### src/rtl/ovle_pkg.sv
// package for the ordered value list engine: sizes, codes and state encoding
package ovle_pkg;

  localparam int unsigned Capacity = 16;
  localparam int unsigned AddrW    = $clog2(Capacity);
  localparam int unsigned CntW     = $clog2(Capacity + 1);
  localparam int unsigned ValW     = 32;

  typedef enum logic [2:0] {
    REQ_INS_FRONT = 3'd0,
    REQ_INS_BACK  = 3'd1,
    REQ_INS_AFTER = 3'd2,
    REQ_DELETE    = 3'd3,
    REQ_READ      = 3'd4,
    REQ_CLEAR     = 3'd5
  } req_type_e;

  typedef enum logic [2:0] {
    ST_DONE  = 3'd0,
    ST_MISS  = 3'd1,
    ST_EMPTY = 3'd2,
    ST_FULL  = 3'd3,
    ST_ELEM  = 3'd4
  } status_e;

  typedef enum logic [2:0] {
    S_IDLE,
    S_SEARCH,
    S_SHIFT_UP,
    S_SHIFT_DN,
    S_READ,
    S_RESP
  } state_e;

endpackage

### src/rtl/ovle_ram.sv
// generic single-port-write, single-port-read ram with registered read
module ovle_ram #(
  parameter int unsigned Width = 32,
  parameter int unsigned Depth = 16
) (
  input  logic                     clk_i,
  input  logic                     we_i,
  input  logic [$clog2(Depth)-1:0] waddr_i,
  input  logic [Width-1:0]         wdata_i,
  input  logic [$clog2(Depth)-1:0] raddr_i,
  output logic [Width-1:0]         rdata_o
);

  logic [Width-1:0] mem_q [Depth];

  always_ff @(posedge clk_i) begin
    if (we_i) begin
      mem_q[waddr_i] <= wdata_i;
    end
    rdata_o <= mem_q[raddr_i];
  end

endmodule

### src/rtl/ordered_value_list_engine.sv
// top level of the ordered value list engine
// Holds up to 16 signed 32-bit values in a ram with registered read and serves one
// request at a time; the input is ready again in the cycle after the final result of
// the previous request is taken. Insert at the back, clear, unused types and requests
// refused as full, empty or missing on an empty list go straight to the response state.
// Searches check one entry per cycle through the single read port. Inserts move entries
// up one place, from the back, reading each entry and then writing it one higher. A
// read-out sends the elements in order, each read before it is sent, and waits while
// the output is not taken. Inserts into a full list answer full; every request's final
// result carries last.
module ordered_value_list_engine (
  input  logic        clk_i,
  input  logic        rst_ni,
  input  logic        s_axis_tvalid,
  output logic        s_axis_tready,
  input  logic [71:0] s_axis_tdata,  // req_type[2:0], new_value[34:3], match_value[66:35]
  output logic        m_axis_tvalid,
  input  logic        m_axis_tready,
  output logic [39:0] m_axis_tdata,  // status[2:0], elem_value[34:3], elem_count[39:35]
  output logic        m_axis_tlast   // last
);
  import ovle_pkg::*;

  state_e state_q, state_d;
  logic [2:0]      type_q, type_d;
  logic [ValW-1:0] nv_q, nv_d, key_q, key_d;
  logic [CntW-1:0] cnt_q, cnt_d;
  logic [CntW-1:0] idx_q, idx_d, pos_q, pos_d;
  logic            rvld_q, rvld_d;
  logic [ValW-1:0] hold_q, hold_d;
  logic            ov_q, ov_d;
  logic [2:0]      ost_q, ost_d;
  logic [ValW-1:0] oval_q, oval_d;
  logic [CntW-1:0] ocnt_q, ocnt_d;
  logic            olast_q, olast_d;

  logic            we;
  logic [AddrW-1:0] waddr, raddr;
  logic [ValW-1:0] wdata, rdata;

  ovle_ram #(.Width(ValW), .Depth(Capacity)) u_ram (
    .clk_i, .we_i(we), .waddr_i(waddr), .wdata_i(wdata),
    .raddr_i(raddr), .rdata_o(rdata)
  );

  logic in_acc, out_free;
  assign out_free      = !ov_q || m_axis_tready;
  assign s_axis_tready = (state_q == S_IDLE) && !ov_q;
  assign in_acc        = s_axis_tvalid && s_axis_tready;

  always_comb begin
    state_d = state_q;
    type_d = type_q; nv_d = nv_q; key_d = key_q; cnt_d = cnt_q;
    idx_d = idx_q; pos_d = pos_q; rvld_d = 1'b0; hold_d = hold_q;
    ov_d = ov_q && !m_axis_tready;
    ost_d = ost_q; oval_d = oval_q; ocnt_d = ocnt_q; olast_d = olast_q;
    we = 1'b0; waddr = '0; wdata = nv_q; raddr = idx_q[AddrW-1:0];
    unique case (state_q)
      S_IDLE: begin
        if (in_acc) begin
          type_d = s_axis_tdata[2:0];
          nv_d   = s_axis_tdata[34:3];
          key_d  = s_axis_tdata[66:35];
          idx_d  = '0;
          ost_d  = ST_DONE;
          state_d = S_RESP;
          unique case (s_axis_tdata[2:0])
            REQ_INS_FRONT, REQ_INS_BACK: begin
              if (cnt_q >= CntW'(Capacity)) ost_d = ST_FULL;
              else if (s_axis_tdata[2:0] == REQ_INS_BACK) begin
                we = 1'b1; waddr = cnt_q[AddrW-1:0]; wdata = s_axis_tdata[34:3];
                cnt_d = cnt_q + 1'b1;
              end else begin
                pos_d = '0; idx_d = cnt_q;
                state_d = S_SHIFT_UP;
              end
            end
            REQ_INS_AFTER: begin
              if (cnt_q >= CntW'(Capacity)) ost_d = ST_FULL;
              else if (cnt_q == '0) ost_d = ST_MISS;
              else state_d = S_SEARCH;
            end
            REQ_DELETE: begin
              if (cnt_q == '0) ost_d = ST_EMPTY;
              else state_d = S_SEARCH;
            end
            REQ_READ: begin
              if (cnt_q == '0) ost_d = ST_EMPTY;
              else begin state_d = S_READ; rvld_d = 1'b1; end
              idx_d = (cnt_q == '0) ? '0 : CntW'(1);
              raddr = '0;
            end
            REQ_CLEAR: cnt_d = '0;
            default: ;
          endcase
          if (s_axis_tdata[2:0] == REQ_INS_AFTER || s_axis_tdata[2:0] == REQ_DELETE) begin
            raddr = '0; rvld_d = 1'b1; idx_d = CntW'(1);
          end
        end
      end
      S_SEARCH: begin
        // idx_q is one ahead of the entry in rdata
        raddr = idx_q[AddrW-1:0];
        if (rvld_q && rdata == key_q) begin
          if (type_q == REQ_INS_AFTER) begin
            pos_d = idx_q; idx_d = cnt_q; state_d = S_SHIFT_UP;
          end else begin
            pos_d = idx_q - 1'b1; state_d = S_SHIFT_DN;
            raddr = idx_q[AddrW-1:0]; rvld_d = (idx_q < cnt_q);
            idx_d = idx_q;
            if (idx_q >= cnt_q) begin
              cnt_d = cnt_q - 1'b1; state_d = S_RESP;
            end
          end
        end else if (idx_q >= cnt_q) begin
          ost_d = ST_MISS; state_d = S_RESP;
        end else begin
          rvld_d = 1'b1; idx_d = idx_q + 1'b1;
        end
      end
      S_SHIFT_UP: begin
        // entries pos..cnt-1 move up by one, from the back; idx_q is destination
        if (idx_q == pos_q) begin
          we = 1'b1; waddr = pos_q[AddrW-1:0]; wdata = nv_q;
          cnt_d = cnt_q + 1'b1; state_d = S_RESP;
        end else if (!rvld_q) begin
          raddr = AddrW'(idx_q - 1'b1); rvld_d = 1'b1;
        end else begin
          we = 1'b1; waddr = idx_q[AddrW-1:0]; wdata = rdata;
          idx_d = idx_q - 1'b1;
        end
      end
      S_SHIFT_DN: begin
        // rdata holds entry idx_q, written to pos_q
        if (rvld_q) begin
          we = 1'b1; waddr = pos_q[AddrW-1:0]; wdata = rdata;
          pos_d = pos_q + 1'b1;
          if (idx_q + 1'b1 >= cnt_q) begin
            cnt_d = cnt_q - 1'b1; state_d = S_RESP;
          end else begin
            idx_d = idx_q + 1'b1; raddr = AddrW'(idx_q + 1'b1); rvld_d = 1'b1;
          end
        end
      end
      S_READ: begin
        if (rvld_q || !out_free) hold_d = rvld_q ? rdata : hold_q;
        if (out_free && !rvld_q) begin
          ov_d = 1'b1; ost_d = ST_ELEM; oval_d = hold_q; ocnt_d = cnt_q;
          olast_d = (idx_q >= cnt_q);
          if (idx_q >= cnt_q) state_d = S_IDLE;
          else begin raddr = idx_q[AddrW-1:0]; rvld_d = 1'b1; idx_d = idx_q + 1'b1; end
        end
      end
      S_RESP: begin
        if (out_free) begin
          ov_d = 1'b1; oval_d = '0; ocnt_d = cnt_q; olast_d = 1'b1;
          state_d = S_IDLE;
        end
      end
      default: state_d = S_IDLE;
    endcase
  end

  always_ff @(posedge clk_i or negedge rst_ni) begin
    if (!rst_ni) begin
      state_q <= S_IDLE; cnt_q <= '0; ov_q <= 1'b0; rvld_q <= 1'b0;
    end else begin
      state_q <= state_d; cnt_q <= cnt_d; ov_q <= ov_d; rvld_q <= rvld_d;
    end
  end

  always_ff @(posedge clk_i) begin
    type_q <= type_d; nv_q <= nv_d; key_q <= key_d; idx_q <= idx_d; pos_q <= pos_d;
    hold_q <= hold_d; ost_q <= ost_d; oval_q <= oval_d; ocnt_q <= ocnt_d;
    olast_q <= olast_d;
  end

  assign m_axis_tvalid = ov_q;
  assign m_axis_tdata  = {ocnt_q, oval_q, ost_q};
  assign m_axis_tlast  = olast_q;

  a_count_range: assert property (@(posedge clk_i) disable iff (!rst_ni)
    cnt_q <= CntW'(Capacity)) else $error("count above capacity");
  a_out_hold: assert property (@(posedge clk_i) disable iff (!rst_ni)
    m_axis_tvalid && !m_axis_tready |=> m_axis_tvalid && $stable(m_axis_tdata))
    else $error("result dropped");
  a_busy_no_accept: assert property (@(posedge clk_i) disable iff (!rst_ni)
    state_q != S_IDLE |-> !s_axis_tready) else $error("accept while busy");

endmodule
### config.mk
export PLATFORM = sky130hd
export DESIGN_NAME = ordered_value_list_engine
export DESIGN_NICKNAME = d
export VERILOG_FILES = /design/src/rtl/ovle_pkg.sv /design/src/rtl/ovle_ram.sv /design/src/rtl/ordered_value_list_engine.sv
export SDC_FILE = /design/constraint.sdc
export NUM_CORES = 1
export LEC_CHECK = 0
export ABC_AREA = 0
export BUFFER_PORTS_ARGS = -buffer_cell sky130_fd_sc_hd__buf_2
export CAP_MARGIN = 25
export CELL_PAD_IN_SITES_DETAIL_PLACEMENT = 1
export CELL_PAD_IN_SITES_GLOBAL_PLACEMENT = 1
export CORE_UTILIZATION = 56
export CTS_CLUSTER_SIZE = 25
export DETAILED_ROUTE_END_ITERATION = 7
export PLACE_DENSITY_LB_ADDON = 0.2
export SKIP_LAST_GASP = 1
export SYNTH_ARGS = -nofsm -noshare
export SYNTH_HDL_FRONTEND = slang
export SYNTH_SLANG_ARGS = --single-unit
### constraint.sdc
create_clock -name clk_i -period 10.7 [get_ports clk_i]
set_clock_uncertainty 0.2 [all_clocks]
set_input_delay 1.605 -clock clk_i [delete_from_list [all_inputs] [get_ports clk_i]]
set_output_delay 1.605 -clock clk_i [all_outputs]
set_load 0.05 [all_outputs]
==> flow_summary.yaml <==
power_and_ir_drop:
  ir_drop_mv: 0.169
  power_frac_comb_pct: 31.2
  p_int_mw: 5.74
  powerDensity_mw_per_mm2: 279
  total_power_mw: 8.95
  p_switching_mw: 3.21
  switching_share_pct: 35.9
  seq_power_share_pct: 40.9
  leakagePower_nw: 11.2
  clkPwrFrac_pct: 27.9
drt:
  via_per_inst: 6.39
  drc_errors: 0
  wire_per_inst_um: 28.9
  drtIter0Drc: 1646
  routed_wl_um: 78600
  first_pass_iters: 7
  ant_nets: 0
  vias: 17400
finish:
  syn_to_final_growth_pct: 12.8
  nets: 2081
  drive_above_1_share_pct: 15.7
  final_util_pct: 64.0
global_route:
  met2_usage_pct: 50.8
  grt_remaining_overflow: 0
  grt_pass1_wl_um: 115000
  top_usage_layer: "met2"
  grt_pass1_vias: 18100
  grtUsageMet1_pct: 39.6
  met3_usage_pct: 7.01
  antenna_found_initial: 6
  grt_max_degree: 89
  grt_usage_pct: 30.8
critical_path:
  arrival_ns: 6.22
  cp_max_fo: 66
  worstPathRequired_ns: 11.05
  crit_type: "register to register"
  start_kind: "register"
  end_kind: "register"
clocking:
  cts-root-buf: "clkbuf_16"
  cts_tree: "built"
  cts_sinks: 704
  cts_hold_buffers: 0
  cts.clk_slew.worst_paths_ns: 0.06
  cts_max_path_buffers: 3
  cts_max_level: 3
  insertion_delay_ns: 0.62
  ctsResizeCount: 0
  postCtsSetupBuffers: 0
  numCtsBuffers: 73
synthesis:
  synth_cell_type_count: 74
  synth_top_area_cell: "edfxtp_1"
  yosys_warnings: 0
  synth_area_mm2: 0.0285
  syn_area_per_cell_um2: 15.2
  yosysMostFrequentCell: "edfxtp_1"
  ys_top_cells_by_count: "662 x edfxtp_1, 180 x nand2_1, 130 x mux2i_1"
  async_flop_share_pct: 1.42
  synthFlopType: "edfxtp_1"
  synth.net_count: 1969
  synth_area_leaders: "edfxtp_1 70%, mux2i_1 4.6%, nand2_1 2.4%, dfxtp_1 2.3%, and3_1 1.7%"
  ys_seq_area_share_pct: 73.0
  synth_edf_count: 662
  netlist.area_leader.share_pct: 69.9
  syn-instance-count: 1876
  synth-seq-cells: 704
timing:
  worst_slack_ns: 4.83
  tns_ns: 0
  maxSlewViolCount: 0
  rsz0062_at_grt: "false"
  fmax_ghz: 0.170
  hold_violations: 0
  period_share_pct: 54.9
  setup_viol_count_final: 0
  tightest_slew_ns: 1.14
  min_period_ns: 5.87
  slew_headroom_pct: 23.8
floorplanning:
  rows: 82
  die_h_um: 227
  fp.dieArea_mm2: 0.0517
  ios: 119
  coreArea_mm2: 0.0502
  die_w_um: 227
  start_util_pct: 56.7
worst_hold_path:
  hold_path.class: "register to register"
placed_design:
  dpl.hpwl_um: 44600
  routabilityCongestion: 0.895
  port_buffers: 113
  pre_cts_slack_ns: 5.01
status:
  status: "completed"
flow_run:
  maxCapViolCount: 0
-- cells by family (layout without fill, tap and decap cells) --
logic type | Yosys count | after routing | synth area share (%)
xor+xnor | 53 | 53 | 1.63
flops | 704 | 704 | 73.0
buf+inv | 164 | 333 | 2.79
other cells | 0 | 1 | 0
mux | 164 | 164 | 5.92
simple gates | 510 | 510 | 9.10
fa+ha+maj | 17 | 17 | 0.748
compound gates | 264 | 264 | 6.82
-- power groups by stage --
stage               clock (mW)  sequential, mW  combinational, mW
finish                    2.49            3.66               2.79
global route              2.60            3.68               3.00
CTS                       2.52            3.65               2.76
detailed placement           0            3.71               2.72
global placement             0            3.69               2.58
floorplan                    0            3.82               1.81
-- through the flow --
step / hold WS (ns) / area [um2] / instances
after floorplan: 0.223 / 28500 / 1876
after global placement: 0.275 / 29700 / 2580
after detailed placement: 0.284 / 29700 / 2582
after CTS: 0.305 / 32000 / 2714
after global routing: 0.312 / 32100 / 2718
final: 0.301 / 32100 / 2718
-- worst paths after layout --
path / from / endpoint / slack (ns) / depth (start not counted)
min in group asynchronous: rst_ni / cnt_q[1] / 0.67 / 1
min: u_ram.rdata_o[9] / hold_q[9] / 0.30 / 0
max reg2reg: idx_q[2] / u_ram.rdata_o[10] / 4.83 / 14
max in group asynchronous: rst_ni / m_axis_tvalid / 9.41 / 1
max: idx_q[2] / u_ram.rdata_o[10] / 4.83 / 14
min reg2reg: u_ram.rdata_o[9] / hold_q[9] / 0.30 / 0
-- worst max-delay path: stages (launching register included) --
cell,delay (ns)
edfxtp_1,0.71
nand3_1,0.20
xor2_1,0.33
inv_1,0.08
ha_1,0.29
or2_0,0.26
a211oi_1,0.31
a21oi_2,0.14
mux2i_1,0.31
or2_4,0.66
buf_4,0.57
buf_4,0.77
mux2_2,0.44
a32oi_1,0.19
and4_1,0.22
-- flip-flops by register name (all words and copies together), names as in the netlist --
register,count
idx_q,5
cnt_q,5
ocnt_q,5
hold_q,32
rvld_q,1
key_q,32
pos_q,5
type_q,3
ost_q,3
oval_q,32
u_ram.mem_q,512
nv_q,32
m_axis_tlast,1
u_ram.rdata_o,32
m_axis_tvalid,1
state_q,3
-- routing by layer --
metal,vias up,share of wire [%]
met3,180,8.1
met5,-,0.085
met1,8911,39
met4,10,3.3
li1,7501,-
met2,760,50
-- layout make-up --
type                    instances  area [um2]
diodes                          1        2.50
clock buffers                 107        2060
clock inverters                25         260
fillers                      4489       18100
inverters                      49         184
multi-input cells            1008        7070
flip-flops and latches        704       20800
well taps                     672         841
repair buffers                152         916
-- placed cells by master (no fill, tap or decap), types with 9 or more instances in the layout --
master and instances:
edfxtp_1 662, nand2_1 180, mux2i_1 130, buf_2 113, nand3_1 79, and3_1 74, clkbuf_16 74, a31oi_1 72
inv_1 47, xor2_1 39, nor2_1 36, mux2_2 34, buf_4 34, and2_1 33, a22oi_1 33, a222oi_1 32
a32oi_1 32, and4_1 32, dfxtp_1 32, a21oi_1 25, clkbuf_1 25, nor2_4 20, o21ai_0 17, ha_1 17
xnor2_1 14, nor4_1 11, dfrtp_1 10, nand2b_1 9, nor3_1 9
(Power assumes the default switching activity.)
